===== src/bpcm_pkg.sv =====
// ----------------------------------------------------------------------------
// bpcm_pkg
// Shared widths, constants and controller/datapath interface types for the
// battery pack cell monitor.
// ----------------------------------------------------------------------------
package bpcm_pkg;

  // field widths
  localparam int MV_W      = 16;
  localparam int SUM_W     = 20;
  localparam int PCT_W     = 7;
  localparam int CCOUNT_W  = 5;
  localparam int CFG_IDX_W = 3;
  localparam int NUM_W     = MV_W + PCT_W;

  // configuration register indexes
  localparam logic [CFG_IDX_W-1:0] REG_CELL_COUNT = 3'd0;
  localparam logic [CFG_IDX_W-1:0] REG_EMPTY_MV   = 3'd1;
  localparam logic [CFG_IDX_W-1:0] REG_FULL_MV    = 3'd2;
  localparam logic [CFG_IDX_W-1:0] REG_WARN_MV    = 3'd3;
  localparam logic [CFG_IDX_W-1:0] REG_CRIT_MV    = 3'd4;

  // configuration reset values
  localparam logic [CCOUNT_W-1:0] CELL_COUNT_RST = 5'd12;
  localparam logic [MV_W-1:0]     EMPTY_MV_RST   = 16'd3000;
  localparam logic [MV_W-1:0]     FULL_MV_RST    = 16'd4200;
  localparam logic [MV_W-1:0]     WARN_MV_RST    = 16'd50;
  localparam logic [MV_W-1:0]     CRIT_MV_RST    = 16'd150;

  // accumulator and result constants
  localparam logic [MV_W-1:0]  LOW_RESET    = 16'hFFFF;
  localparam logic [PCT_W-1:0] PCT_FULL     = 7'd100;
  localparam logic [PCT_W-1:0] SOH_WARN     = 7'd85;
  localparam logic [PCT_W-1:0] SOH_CRIT     = 7'd60;
  localparam logic [PCT_W-1:0] STATUS_OK    = 7'd0;
  localparam logic [2:0]       DIV_TOP_BIT  = 3'd6;

  // result status codes
  localparam logic STAT_VALID = 1'b0;
  localparam logic STAT_FAULT = 1'b1;

  // controller to datapath
  typedef struct packed {
    logic acc_upd;    // fold the accepted cell into the accumulators
    logic acc_clr;    // restart the pack accumulators
    logic snap;       // capture the closing pack into the result registers
    logic mark_fault; // result is an aborted reading
    logic prep;       // delta, charge class and division operands
    logic div_step;   // one quotient bit
    logic load_out;   // move the result into the output register
  } bpcm_cmd_t;

  // datapath to controller
  typedef struct packed {
    logic last_cell;  // the cell on the input closes the pack
    logic div_last;   // current division step is the final one
    logic out_free;   // output register can take a result this cycle
  } bpcm_stat_t;

endpackage


===== src/battery_pack_cell_monitor.sv =====
// ----------------------------------------------------------------------------
// battery_pack_cell_monitor
// Accumulates per-cell voltages into a pack summary with minimum, imbalance,
// state of charge and state of health; a front-end fault aborts the pack.
// ----------------------------------------------------------------------------
//  channel  | handshake                 | payload
//  ---------+---------------------------+----------------------------------------
//  in       | in_valid_i / in_stall_o   | cell_mv_i, afe_fault_i
//  out      | out_valid_o / out_stall_i | status_o, pack_mv_o, lowest_mv_o,
//           |                           | cell_delta_mv_o, charge_percent_o,
//           |                           | health_percent_o
//  cfg      | cfg_we_i                  | cfg_idx_i, cfg_data_i
//
// A cell that does not close the pack is folded into the accumulators as it is taken.
// The closing cell's summary reaches the output register through capture, operand
// setup, 7 steps of the bit-serial charge divider, then the load, which waits until
// the output register is free; a fault transfer goes from capture straight to the load.
// Cells keep being taken while a summary waits in the output register.
// Reset loads the register defaults and empties the pack; no clearing pass.
// ----------------------------------------------------------------------------
module battery_pack_cell_monitor #(
  parameter int MAX_CELLS = 16,
  parameter int CELL_BITS = 16
) (
  input  logic                           clk_i,
  input  logic                           rst_ni,
  input  logic                           cfg_we_i,
  input  logic [bpcm_pkg::CFG_IDX_W-1:0] cfg_idx_i,
  input  logic [bpcm_pkg::MV_W-1:0]      cfg_data_i,
  input  logic                           in_valid_i,
  output logic                           in_stall_o,
  input  logic [bpcm_pkg::MV_W-1:0]      cell_mv_i,
  input  logic                           afe_fault_i,
  output logic                           out_valid_o,
  input  logic                           out_stall_i,
  output logic                           status_o,
  output logic [bpcm_pkg::SUM_W-1:0]     pack_mv_o,
  output logic [bpcm_pkg::MV_W-1:0]      lowest_mv_o,
  output logic [bpcm_pkg::MV_W-1:0]      cell_delta_mv_o,
  output logic [bpcm_pkg::PCT_W-1:0]     charge_percent_o,
  output logic [bpcm_pkg::PCT_W-1:0]     health_percent_o
);
  import bpcm_pkg::*;

  bpcm_cmd_t  cmd;
  bpcm_stat_t stat;
  logic       in_ready;

  assign in_stall_o = !in_ready;

  // sequencer
  bpcm_ctrl u_ctrl (
    .clk_i       (clk_i),
    .rst_ni      (rst_ni),
    .in_valid_i  (in_valid_i),
    .afe_fault_i (afe_fault_i),
    .stat_i      (stat),
    .in_ready_o  (in_ready),
    .cmd_o       (cmd)
  );

  // accumulators, divider and output register
  bpcm_dp #(
    .MAX_CELLS (MAX_CELLS),
    .CELL_BITS (CELL_BITS)
  ) u_dp (
    .clk_i            (clk_i),
    .rst_ni           (rst_ni),
    .cfg_we_i         (cfg_we_i),
    .cfg_idx_i        (cfg_idx_i),
    .cfg_data_i       (cfg_data_i),
    .cell_mv_i        (cell_mv_i),
    .cmd_i            (cmd),
    .stat_o           (stat),
    .out_stall_i      (out_stall_i),
    .out_valid_o      (out_valid_o),
    .status_o         (status_o),
    .pack_mv_o        (pack_mv_o),
    .lowest_mv_o      (lowest_mv_o),
    .cell_delta_mv_o  (cell_delta_mv_o),
    .charge_percent_o (charge_percent_o),
    .health_percent_o (health_percent_o)
  );

endmodule


===== src/bpcm_ctrl.sv =====
// ----------------------------------------------------------------------------
// bpcm_ctrl
// Sequencer for the cell monitor: accepts cells, runs the charge division
// after the closing cell and hands the result to the output register.
// ----------------------------------------------------------------------------
module bpcm_ctrl (
  input  logic                 clk_i,
  input  logic                 rst_ni,
  input  logic                 in_valid_i,
  input  logic                 afe_fault_i,
  input  bpcm_pkg::bpcm_stat_t stat_i,
  output logic                 in_ready_o,
  output bpcm_pkg::bpcm_cmd_t  cmd_o
);
  import bpcm_pkg::*;

  localparam logic [1:0] ST_IDLE = 2'd0;
  localparam logic [1:0] ST_PREP = 2'd1;
  localparam logic [1:0] ST_DIV  = 2'd2;
  localparam logic [1:0] ST_HOLD = 2'd3;

  logic [1:0] state_q, state_d;
  logic       accept;

  assign in_ready_o = (state_q == ST_IDLE);
  assign accept     = in_valid_i & in_ready_o;

  // next state and commands
  always_comb begin
    state_d = state_q;
    cmd_o   = '0;
    unique case (state_q)
      ST_IDLE: begin
        if (accept) begin
          if (afe_fault_i) begin
            cmd_o.acc_clr    = 1'b1;
            cmd_o.mark_fault = 1'b1;
            state_d          = ST_HOLD;
          end else if (stat_i.last_cell) begin
            cmd_o.acc_clr = 1'b1;
            cmd_o.snap    = 1'b1;
            state_d       = ST_PREP;
          end else begin
            cmd_o.acc_upd = 1'b1;
          end
        end
      end
      ST_PREP: begin
        cmd_o.prep = 1'b1;
        state_d    = ST_DIV;
      end
      ST_DIV: begin
        cmd_o.div_step = 1'b1;
        if (stat_i.div_last) begin
          state_d = ST_HOLD;
        end
      end
      ST_HOLD: begin
        if (stat_i.out_free) begin
          cmd_o.load_out = 1'b1;
          state_d        = ST_IDLE;
        end
      end
      default: state_d = ST_IDLE;
    endcase
  end

  // state register
  always_ff @(posedge clk_i or negedge rst_ni) begin
    if (!rst_ni) begin
      state_q <= ST_IDLE;
    end else begin
      state_q <= state_d;
    end
  end

endmodule


===== src/bpcm_dp.sv =====
// ----------------------------------------------------------------------------
// bpcm_dp
// Datapath: configuration registers, pack accumulators, result capture,
// bit-serial charge divider and the output register.
// ----------------------------------------------------------------------------
module bpcm_dp #(
  parameter int MAX_CELLS = 16,
  parameter int CELL_BITS = 16
) (
  input  logic                           clk_i,
  input  logic                           rst_ni,
  input  logic                           cfg_we_i,
  input  logic [bpcm_pkg::CFG_IDX_W-1:0] cfg_idx_i,
  input  logic [bpcm_pkg::MV_W-1:0]      cfg_data_i,
  input  logic [bpcm_pkg::MV_W-1:0]      cell_mv_i,
  input  bpcm_pkg::bpcm_cmd_t            cmd_i,
  output bpcm_pkg::bpcm_stat_t           stat_o,
  input  logic                           out_stall_i,
  output logic                           out_valid_o,
  output logic                           status_o,
  output logic [bpcm_pkg::SUM_W-1:0]     pack_mv_o,
  output logic [bpcm_pkg::MV_W-1:0]      lowest_mv_o,
  output logic [bpcm_pkg::MV_W-1:0]      cell_delta_mv_o,
  output logic [bpcm_pkg::PCT_W-1:0]     charge_percent_o,
  output logic [bpcm_pkg::PCT_W-1:0]     health_percent_o
);
  import bpcm_pkg::*;

  localparam int CNT_W  = $clog2(MAX_CELLS + 1);
  localparam int CMP_W  = ((CNT_W > CCOUNT_W) ? CNT_W : CCOUNT_W) + 1;
  localparam logic [MV_W-1:0]  CellMask = MV_W'((32'd1 << CELL_BITS) - 32'd1);
  localparam logic [CMP_W-1:0] MaxCnt   = CMP_W'(MAX_CELLS);

  // configuration registers
  logic [CCOUNT_W-1:0] cell_count_q;
  logic [MV_W-1:0]     empty_mv_q, full_mv_q, warn_mv_q, crit_mv_q;

  always_ff @(posedge clk_i or negedge rst_ni) begin
    if (!rst_ni) begin
      cell_count_q <= CELL_COUNT_RST;
      empty_mv_q   <= EMPTY_MV_RST;
      full_mv_q    <= FULL_MV_RST;
      warn_mv_q    <= WARN_MV_RST;
      crit_mv_q    <= CRIT_MV_RST;
    end else if (cfg_we_i) begin
      unique case (cfg_idx_i)
        REG_CELL_COUNT: cell_count_q <= cfg_data_i[CCOUNT_W-1:0];
        REG_EMPTY_MV:   empty_mv_q   <= cfg_data_i;
        REG_FULL_MV:    full_mv_q    <= cfg_data_i;
        REG_WARN_MV:    warn_mv_q    <= cfg_data_i;
        REG_CRIT_MV:    crit_mv_q    <= cfg_data_i;
        default: ;
      endcase
    end
  end

  // pack accumulators
  logic [SUM_W-1:0] sum_q, sum_d;
  logic [MV_W-1:0]  low_q, low_d, high_q, high_d;
  logic [CNT_W-1:0] cnt_q;
  logic [MV_W-1:0]  mv;
  logic [CMP_W-1:0] eff_cnt, cnt_inc;

  assign mv     = cell_mv_i & CellMask;
  assign sum_d  = sum_q + SUM_W'(mv);
  assign low_d  = (mv < low_q) ? mv : low_q;
  assign high_d = (mv > high_q) ? mv : high_q;

  // effective cell count, clamped to one..MAX_CELLS
  always_comb begin
    eff_cnt = CMP_W'(cell_count_q);
    if (eff_cnt == '0) begin
      eff_cnt = CMP_W'(1);
    end else if (eff_cnt > MaxCnt) begin
      eff_cnt = MaxCnt;
    end
  end

  assign cnt_inc          = CMP_W'(cnt_q) + CMP_W'(1);
  assign stat_o.last_cell = (cnt_inc >= eff_cnt);

  always_ff @(posedge clk_i or negedge rst_ni) begin
    if (!rst_ni) begin
      sum_q  <= '0;
      low_q  <= LOW_RESET;
      high_q <= '0;
      cnt_q  <= '0;
    end else if (cmd_i.acc_clr) begin
      sum_q  <= '0;
      low_q  <= LOW_RESET;
      high_q <= '0;
      cnt_q  <= '0;
    end else if (cmd_i.acc_upd) begin
      sum_q  <= sum_d;
      low_q  <= low_d;
      high_q <= high_d;
      cnt_q  <= cnt_inc[CNT_W-1:0];
    end
  end

  // result capture of the closing pack
  logic             res_fault_q;
  logic [SUM_W-1:0] res_sum_q;
  logic [MV_W-1:0]  res_min_q, res_max_q, res_delta_q;

  always_ff @(posedge clk_i or negedge rst_ni) begin
    if (!rst_ni) begin
      res_fault_q <= STAT_VALID;
    end else if (cmd_i.mark_fault) begin
      res_fault_q <= STAT_FAULT;
    end else if (cmd_i.snap) begin
      res_fault_q <= STAT_VALID;
    end
  end

  always_ff @(posedge clk_i) begin
    if (cmd_i.snap) begin
      res_sum_q <= sum_d;
      res_min_q <= low_d;
      res_max_q <= high_d;
    end
    if (cmd_i.prep) begin
      res_delta_q <= res_max_q - res_min_q;
    end
  end

  // charge class and division operands
  logic             soc_full_q, soc_empty_q;
  logic [MV_W-1:0]  den_q;
  logic [NUM_W-1:0] rem_q, num, den_sh;
  logic [PCT_W-1:0] quo_q;
  logic [2:0]       div_bit_q;
  logic             rem_ge;

  assign num    = NUM_W'(res_min_q - empty_mv_q) * NUM_W'(PCT_FULL);
  assign den_sh = NUM_W'(den_q) << div_bit_q;
  assign rem_ge = (rem_q >= den_sh);

  assign stat_o.div_last = (div_bit_q == '0);

  // restoring division, one quotient bit per cycle
  always_ff @(posedge clk_i) begin
    if (cmd_i.prep) begin
      soc_full_q  <= (res_min_q >= full_mv_q);
      soc_empty_q <= (res_min_q <= empty_mv_q);
      den_q       <= full_mv_q - empty_mv_q;
      rem_q       <= num;
      quo_q       <= '0;
      div_bit_q   <= DIV_TOP_BIT;
    end else if (cmd_i.div_step) begin
      if (rem_ge) begin
        rem_q            <= rem_q - den_sh;
        quo_q[div_bit_q] <= 1'b1;
      end
      div_bit_q <= div_bit_q - 3'd1;
    end
  end

  // output register
  logic             out_valid_q;
  logic [PCT_W-1:0] soc, soh;

  assign stat_o.out_free = !out_valid_q || !out_stall_i;

  always_comb begin
    priority if (soc_full_q) begin
      soc = PCT_FULL;
    end else if (soc_empty_q) begin
      soc = STATUS_OK;
    end else begin
      soc = quo_q;
    end
    priority if (res_delta_q > crit_mv_q) begin
      soh = SOH_CRIT;
    end else if (res_delta_q > warn_mv_q) begin
      soh = SOH_WARN;
    end else begin
      soh = PCT_FULL;
    end
  end

  always_ff @(posedge clk_i or negedge rst_ni) begin
    if (!rst_ni) begin
      out_valid_q <= 1'b0;
    end else if (cmd_i.load_out) begin
      out_valid_q <= 1'b1;
    end else if (!out_stall_i) begin
      out_valid_q <= 1'b0;
    end
  end

  always_ff @(posedge clk_i) begin
    if (cmd_i.load_out) begin
      status_o <= res_fault_q;
      if (res_fault_q == STAT_FAULT) begin
        pack_mv_o        <= '0;
        lowest_mv_o      <= '0;
        cell_delta_mv_o  <= '0;
        charge_percent_o <= '0;
        health_percent_o <= '0;
      end else begin
        pack_mv_o        <= res_sum_q;
        lowest_mv_o      <= res_min_q;
        cell_delta_mv_o  <= res_delta_q;
        charge_percent_o <= soc;
        health_percent_o <= soh;
      end
    end
  end

  assign out_valid_o = out_valid_q;

endmodule


===== config.mk =====
export PLATFORM = sky130hd
export DESIGN_NAME = battery_pack_cell_monitor
export DESIGN_NICKNAME = d
export VERILOG_FILES = /design/src/bpcm_pkg.sv /design/src/battery_pack_cell_monitor.sv /design/src/bpcm_ctrl.sv /design/src/bpcm_dp.sv
export SDC_FILE = /design/constraint.sdc
export NUM_CORES = 1
export LEC_CHECK = 0
export BUFFER_PORTS_ARGS = -buffer_cell sky130_fd_sc_hd__buf_2
export CAP_MARGIN = 20
export CORE_UTILIZATION = 40
export CTS_BUF_LIST = sky130_fd_sc_hd__clkbuf_8 sky130_fd_sc_hd__clkbuf_16
export DETAILED_ROUTE_END_ITERATION = 10
export PLACE_DENSITY = 0.63
export SLEW_MARGIN = 15
export SYNTH_ARGS = -nofsm -noshare
export SYNTH_HDL_FRONTEND = slang
export SYNTH_SLANG_ARGS = --single-unit

===== constraint.sdc =====
create_clock -name clk_i -period 13.9 [get_ports clk_i]
set_clock_uncertainty 0.2 [all_clocks]
set_input_delay 4.17 -clock clk_i [delete_from_list [all_inputs] [get_ports clk_i]]
set_output_delay 4.17 -clock clk_i [all_outputs]
set_load 0.02 [all_outputs]

==> qor.yml <==
drt:
  wl_per_cell_um: 18.2
  detail-route-antenna-nets: 0
  vias_per_cell: 5.42
  via_count: 15000
  drt-initial-drc-count: 1225
  post-route-drc-count: 0
  detail_route.first_pass.iterations: 6
  drt-total-wl_mm: 50.5
sta:
  fmax_mhz: 144
  rsz0062_at_grt: "false"
  fin_ws_ns: 6.97
  min_period_over_period: 0.499
  finalHoldViolations: 0
  final.setup.tns_ns: 0
  tightest_slew_ns: 1.03
  slew_viol_final: 0
  slew_headroom: 0.315
  setup_viol: 0
  fin_crit_ns: 6.93
clock_tree:
  insertion_delay_ns: 0.54
  cts_hold_buf: 0
  cts_root_buf: "clkbuf_16"
  cts.clk_slew.worst_paths_ns: 0.07
  post_cts_resized: 0
  clock-sinks: 315
  cts_buffers: 37
  cts_tree: "done"
  post_cts_buffers: 0
  cts_buffer_depth: 3
  htreeDepth: 2
place:
  dpl_cell_area_um2: 21600
  port_buffers: 108
  pre_cts_slack_ns: 6.49
  gp_congestion: 0.892
  hpwl_mm: 38.5
critical_path:
  cp.required_ns: 13.99
  arrival_ns: 7.02
  r2r_start: "u_dp.res_min_q[0]"
  cp_common_cell: "a21o_1"
  path_class: "input port to flop"
  setup.worst_path.start: "cell_mv_i[9]"
  max_stage_delay_ns: 0.68
  critPathSlowestCell: "a21o_1"
  path_cells: "buf_2, ha_1, a21o_1, a21o_1, a21oi_1, nor2b_1, o21ai_0, a21o_1, and2_1, mux2_2"
  critPathMaxFanout: 33
  worstSetupEndpointType: "flop"
  start_kind: "input port"
global_routing:
  grt_max_degree: 78
  grt_pass1_vias: 14500
  grt_pass1_wl_mm: 79.4
  grt_usage: 0.197
  antenna_found_initial: 4
  overflow: 0
yosys:
  yosys.area_share.xor_xnor: 0.0421
  synth_area_per_cell_um2: 10.3
  synthCells: 1975
  yosysTopAreaCell: "edfxtp_1"
  synth_top_family_by_area: "compound AO/OA/AOI/OAI gates"
  synth_compound_area_frac: 0.165
  ys_warn_count: 0
  ys.flop_type: "edfxtp_1"
  synthMuxAreaShare: 0.0333
  synth_top_area_share: 0.255
  synth_adder_area_share: 0.158
  yosys.area_share.simple: 0.118
  syn-cell-area_um2: 20400
  ys_top_cells_by_area: "edfxtp_1, ha_1, dfrtp_1"
  syn-num-nets: 2261
  synth_edf_count: 173
  post_synth_num_cell_types: 95
  synthTopCellsByCount: "ha_1, inv_1, edfxtp_1, o21ai_0, nand2_1"
  ys_ff_latch: 315
  ys_async_sr_fraction: 0.413
  ys_seq_area_frac: 0.429
final_layout:
  final_area_um2: 22800
  nFillCells: 4646
  drive_above_1_share: 0.139
  num_antenna_cells: 0
  area_growth_pct: 12.0
  regArea_um2: 8740
  fin_nets: 2356
  multi_input_area_um2: 10500
floorplanning:
  core_area_um2: 50200
  fp-row-count: 82
  die_h_um: 228
  die-area_um2: 51800
  pin_count: 110
  initial_core_util: 0.406
  die_w_um: 228
pwr:
  intPower_uw: 3560
  netSwitchingPower_uw: 2850
  power_frac_clock: 0.149
  total_power_uw: 6420
  power.density_nw_per_um2: 281
  p_seq_frac: 0.250
  p_comb_frac: 0.601
  peakVddDrop_mv: 0.175
  switching_share: 0.445
  leakage_uw: 0.0102
outcome:
  status: "complete, no violations"
min_path:
  min_path_type: "flop to flop"
  min_from: "u_dp.quo_q[0]"
job:
  cap_violations: 0
[registers in the layout, indices dropped and copies added, names as in the netlist, 16 cells and up]
register              flops
u_dp.cell_delta_mv_o     16
u_dp.crit_mv_q           16
u_dp.den_q               16
u_dp.empty_mv_q          16
u_dp.full_mv_q           16
u_dp.high_q              16
u_dp.low_q               16
u_dp.lowest_mv_o         16
u_dp.pack_mv_o           20
u_dp.rem_q               23
u_dp.res_delta_q         16
u_dp.res_max_q           16
u_dp.res_min_q           16
u_dp.res_sum_q           20
u_dp.sum_q               20
u_dp.warn_mv_q           16
[worst paths after layout]
| kind | end | slack [ns] | cells after the start |
|---|---|---|---|
| min | u_dp.quo_q[0] | 0.26 | 2 |
| min in group asynchronous | u_dp.sum_q[6] | 3.40 | 1 |
| max | u_dp.res_min_q[0] | 6.97 | 10 |
| max reg2reg | u_dp.rem_q[22] | 7.63 | 24 |
| max in group asynchronous | u_dp.empty_mv_q[13] | 8.38 | 3 |
| min reg2reg | u_dp.quo_q[0] | 0.26 | 2 |
[metrics by stage]
stage | instances | utilization | hold WS, ns
detailed placement | 2703 | 0.431 | 0.250
floorplan | 1975 | - | 0.228
global route | 2770 | 0.454 | 0.296
CTS | 2770 | 0.454 | 0.265
finish | 2770 | 0.454 | 0.263
global placement | 2702 | 0.430 | 0.239
[layer usage]
metal / GRT usage / vias to the layer above / part of all wire
li1: - / 7254 / -
met1: 0.272 / 7237 / 0.46
met2: 0.317 / 409 / 0.47
met3: 0.0256 / 97 / 0.045
met4: 0.0704 / 4 / 0.032
met5: 0 / - / 0.00046
[power groups by stage]
stage / clock (uW) / combinational (uW) / sequential [uW]
after floorplan: 0 / 2900 / 1630
after global placement: 0 / 3750 / 1610
after detailed placement: 0 / 3830 / 1620
after CTS: 976 / 3860 / 1600
after global routing: 1010 / 4300 / 1640
final: 954 / 3860 / 1610
[layout by cell type, fill, tap and decap left out, drive strengths merged, types with 16 or more instances in the layout]
cell type  netlist  routed
nand2b          19      19
inv            224     233
and3            27      27
nor2b           58      58
o21a            19      19
edfxtp         173     173
nand2          129     129
a22o            45      45
and2            16      16
mux2            24      24
nor2           118     118
clkbuf          52      40
dfstp           36      36
nand4           28      28
nand3           34      34
a21o            57      57
buf             13     121
fa              21      21
nor3            21      21
ha             224     224
a211oi          18      18
a21oi           88      88
a31oi           21      21
mux2i           16      16
a221oi          16      16
xnor2           68      68
dfrtp           94      94
xor2            30      30
o21ai          141     141
[cells by family (layout without fill, tap and decap cells)]
group	count (synthesis)	count (layout)
compound gates	490	490
xor+xnor	98	98
fa+ha+maj	245	245
buf+inv	289	412
flops	315	315
mux	51	51
other cells	1	1
simple gates	486	486
[area by class of cell]
type / instances / area share
repair buffers: 121 / 0.0284
flip-flops and latches: 315 / 0.383
clock buffers: 40 / 0.0429
clock inverters: 27 / 0.00916
well taps: 672 / 0.0369
inverters: 224 / 0.0369
multi-input cells: 1371 / 0.463
[critical path: cells and delay by family]
kind / cells / cell delay (ns)
fa+ha+maj: 1 / 0.33
buf+inv: 1 / 0.17
simple gates: 2 / 0.66
mux: 1 / 0.40
compound gates: 5 / 1.29
(Power assumes the default switching activity.)
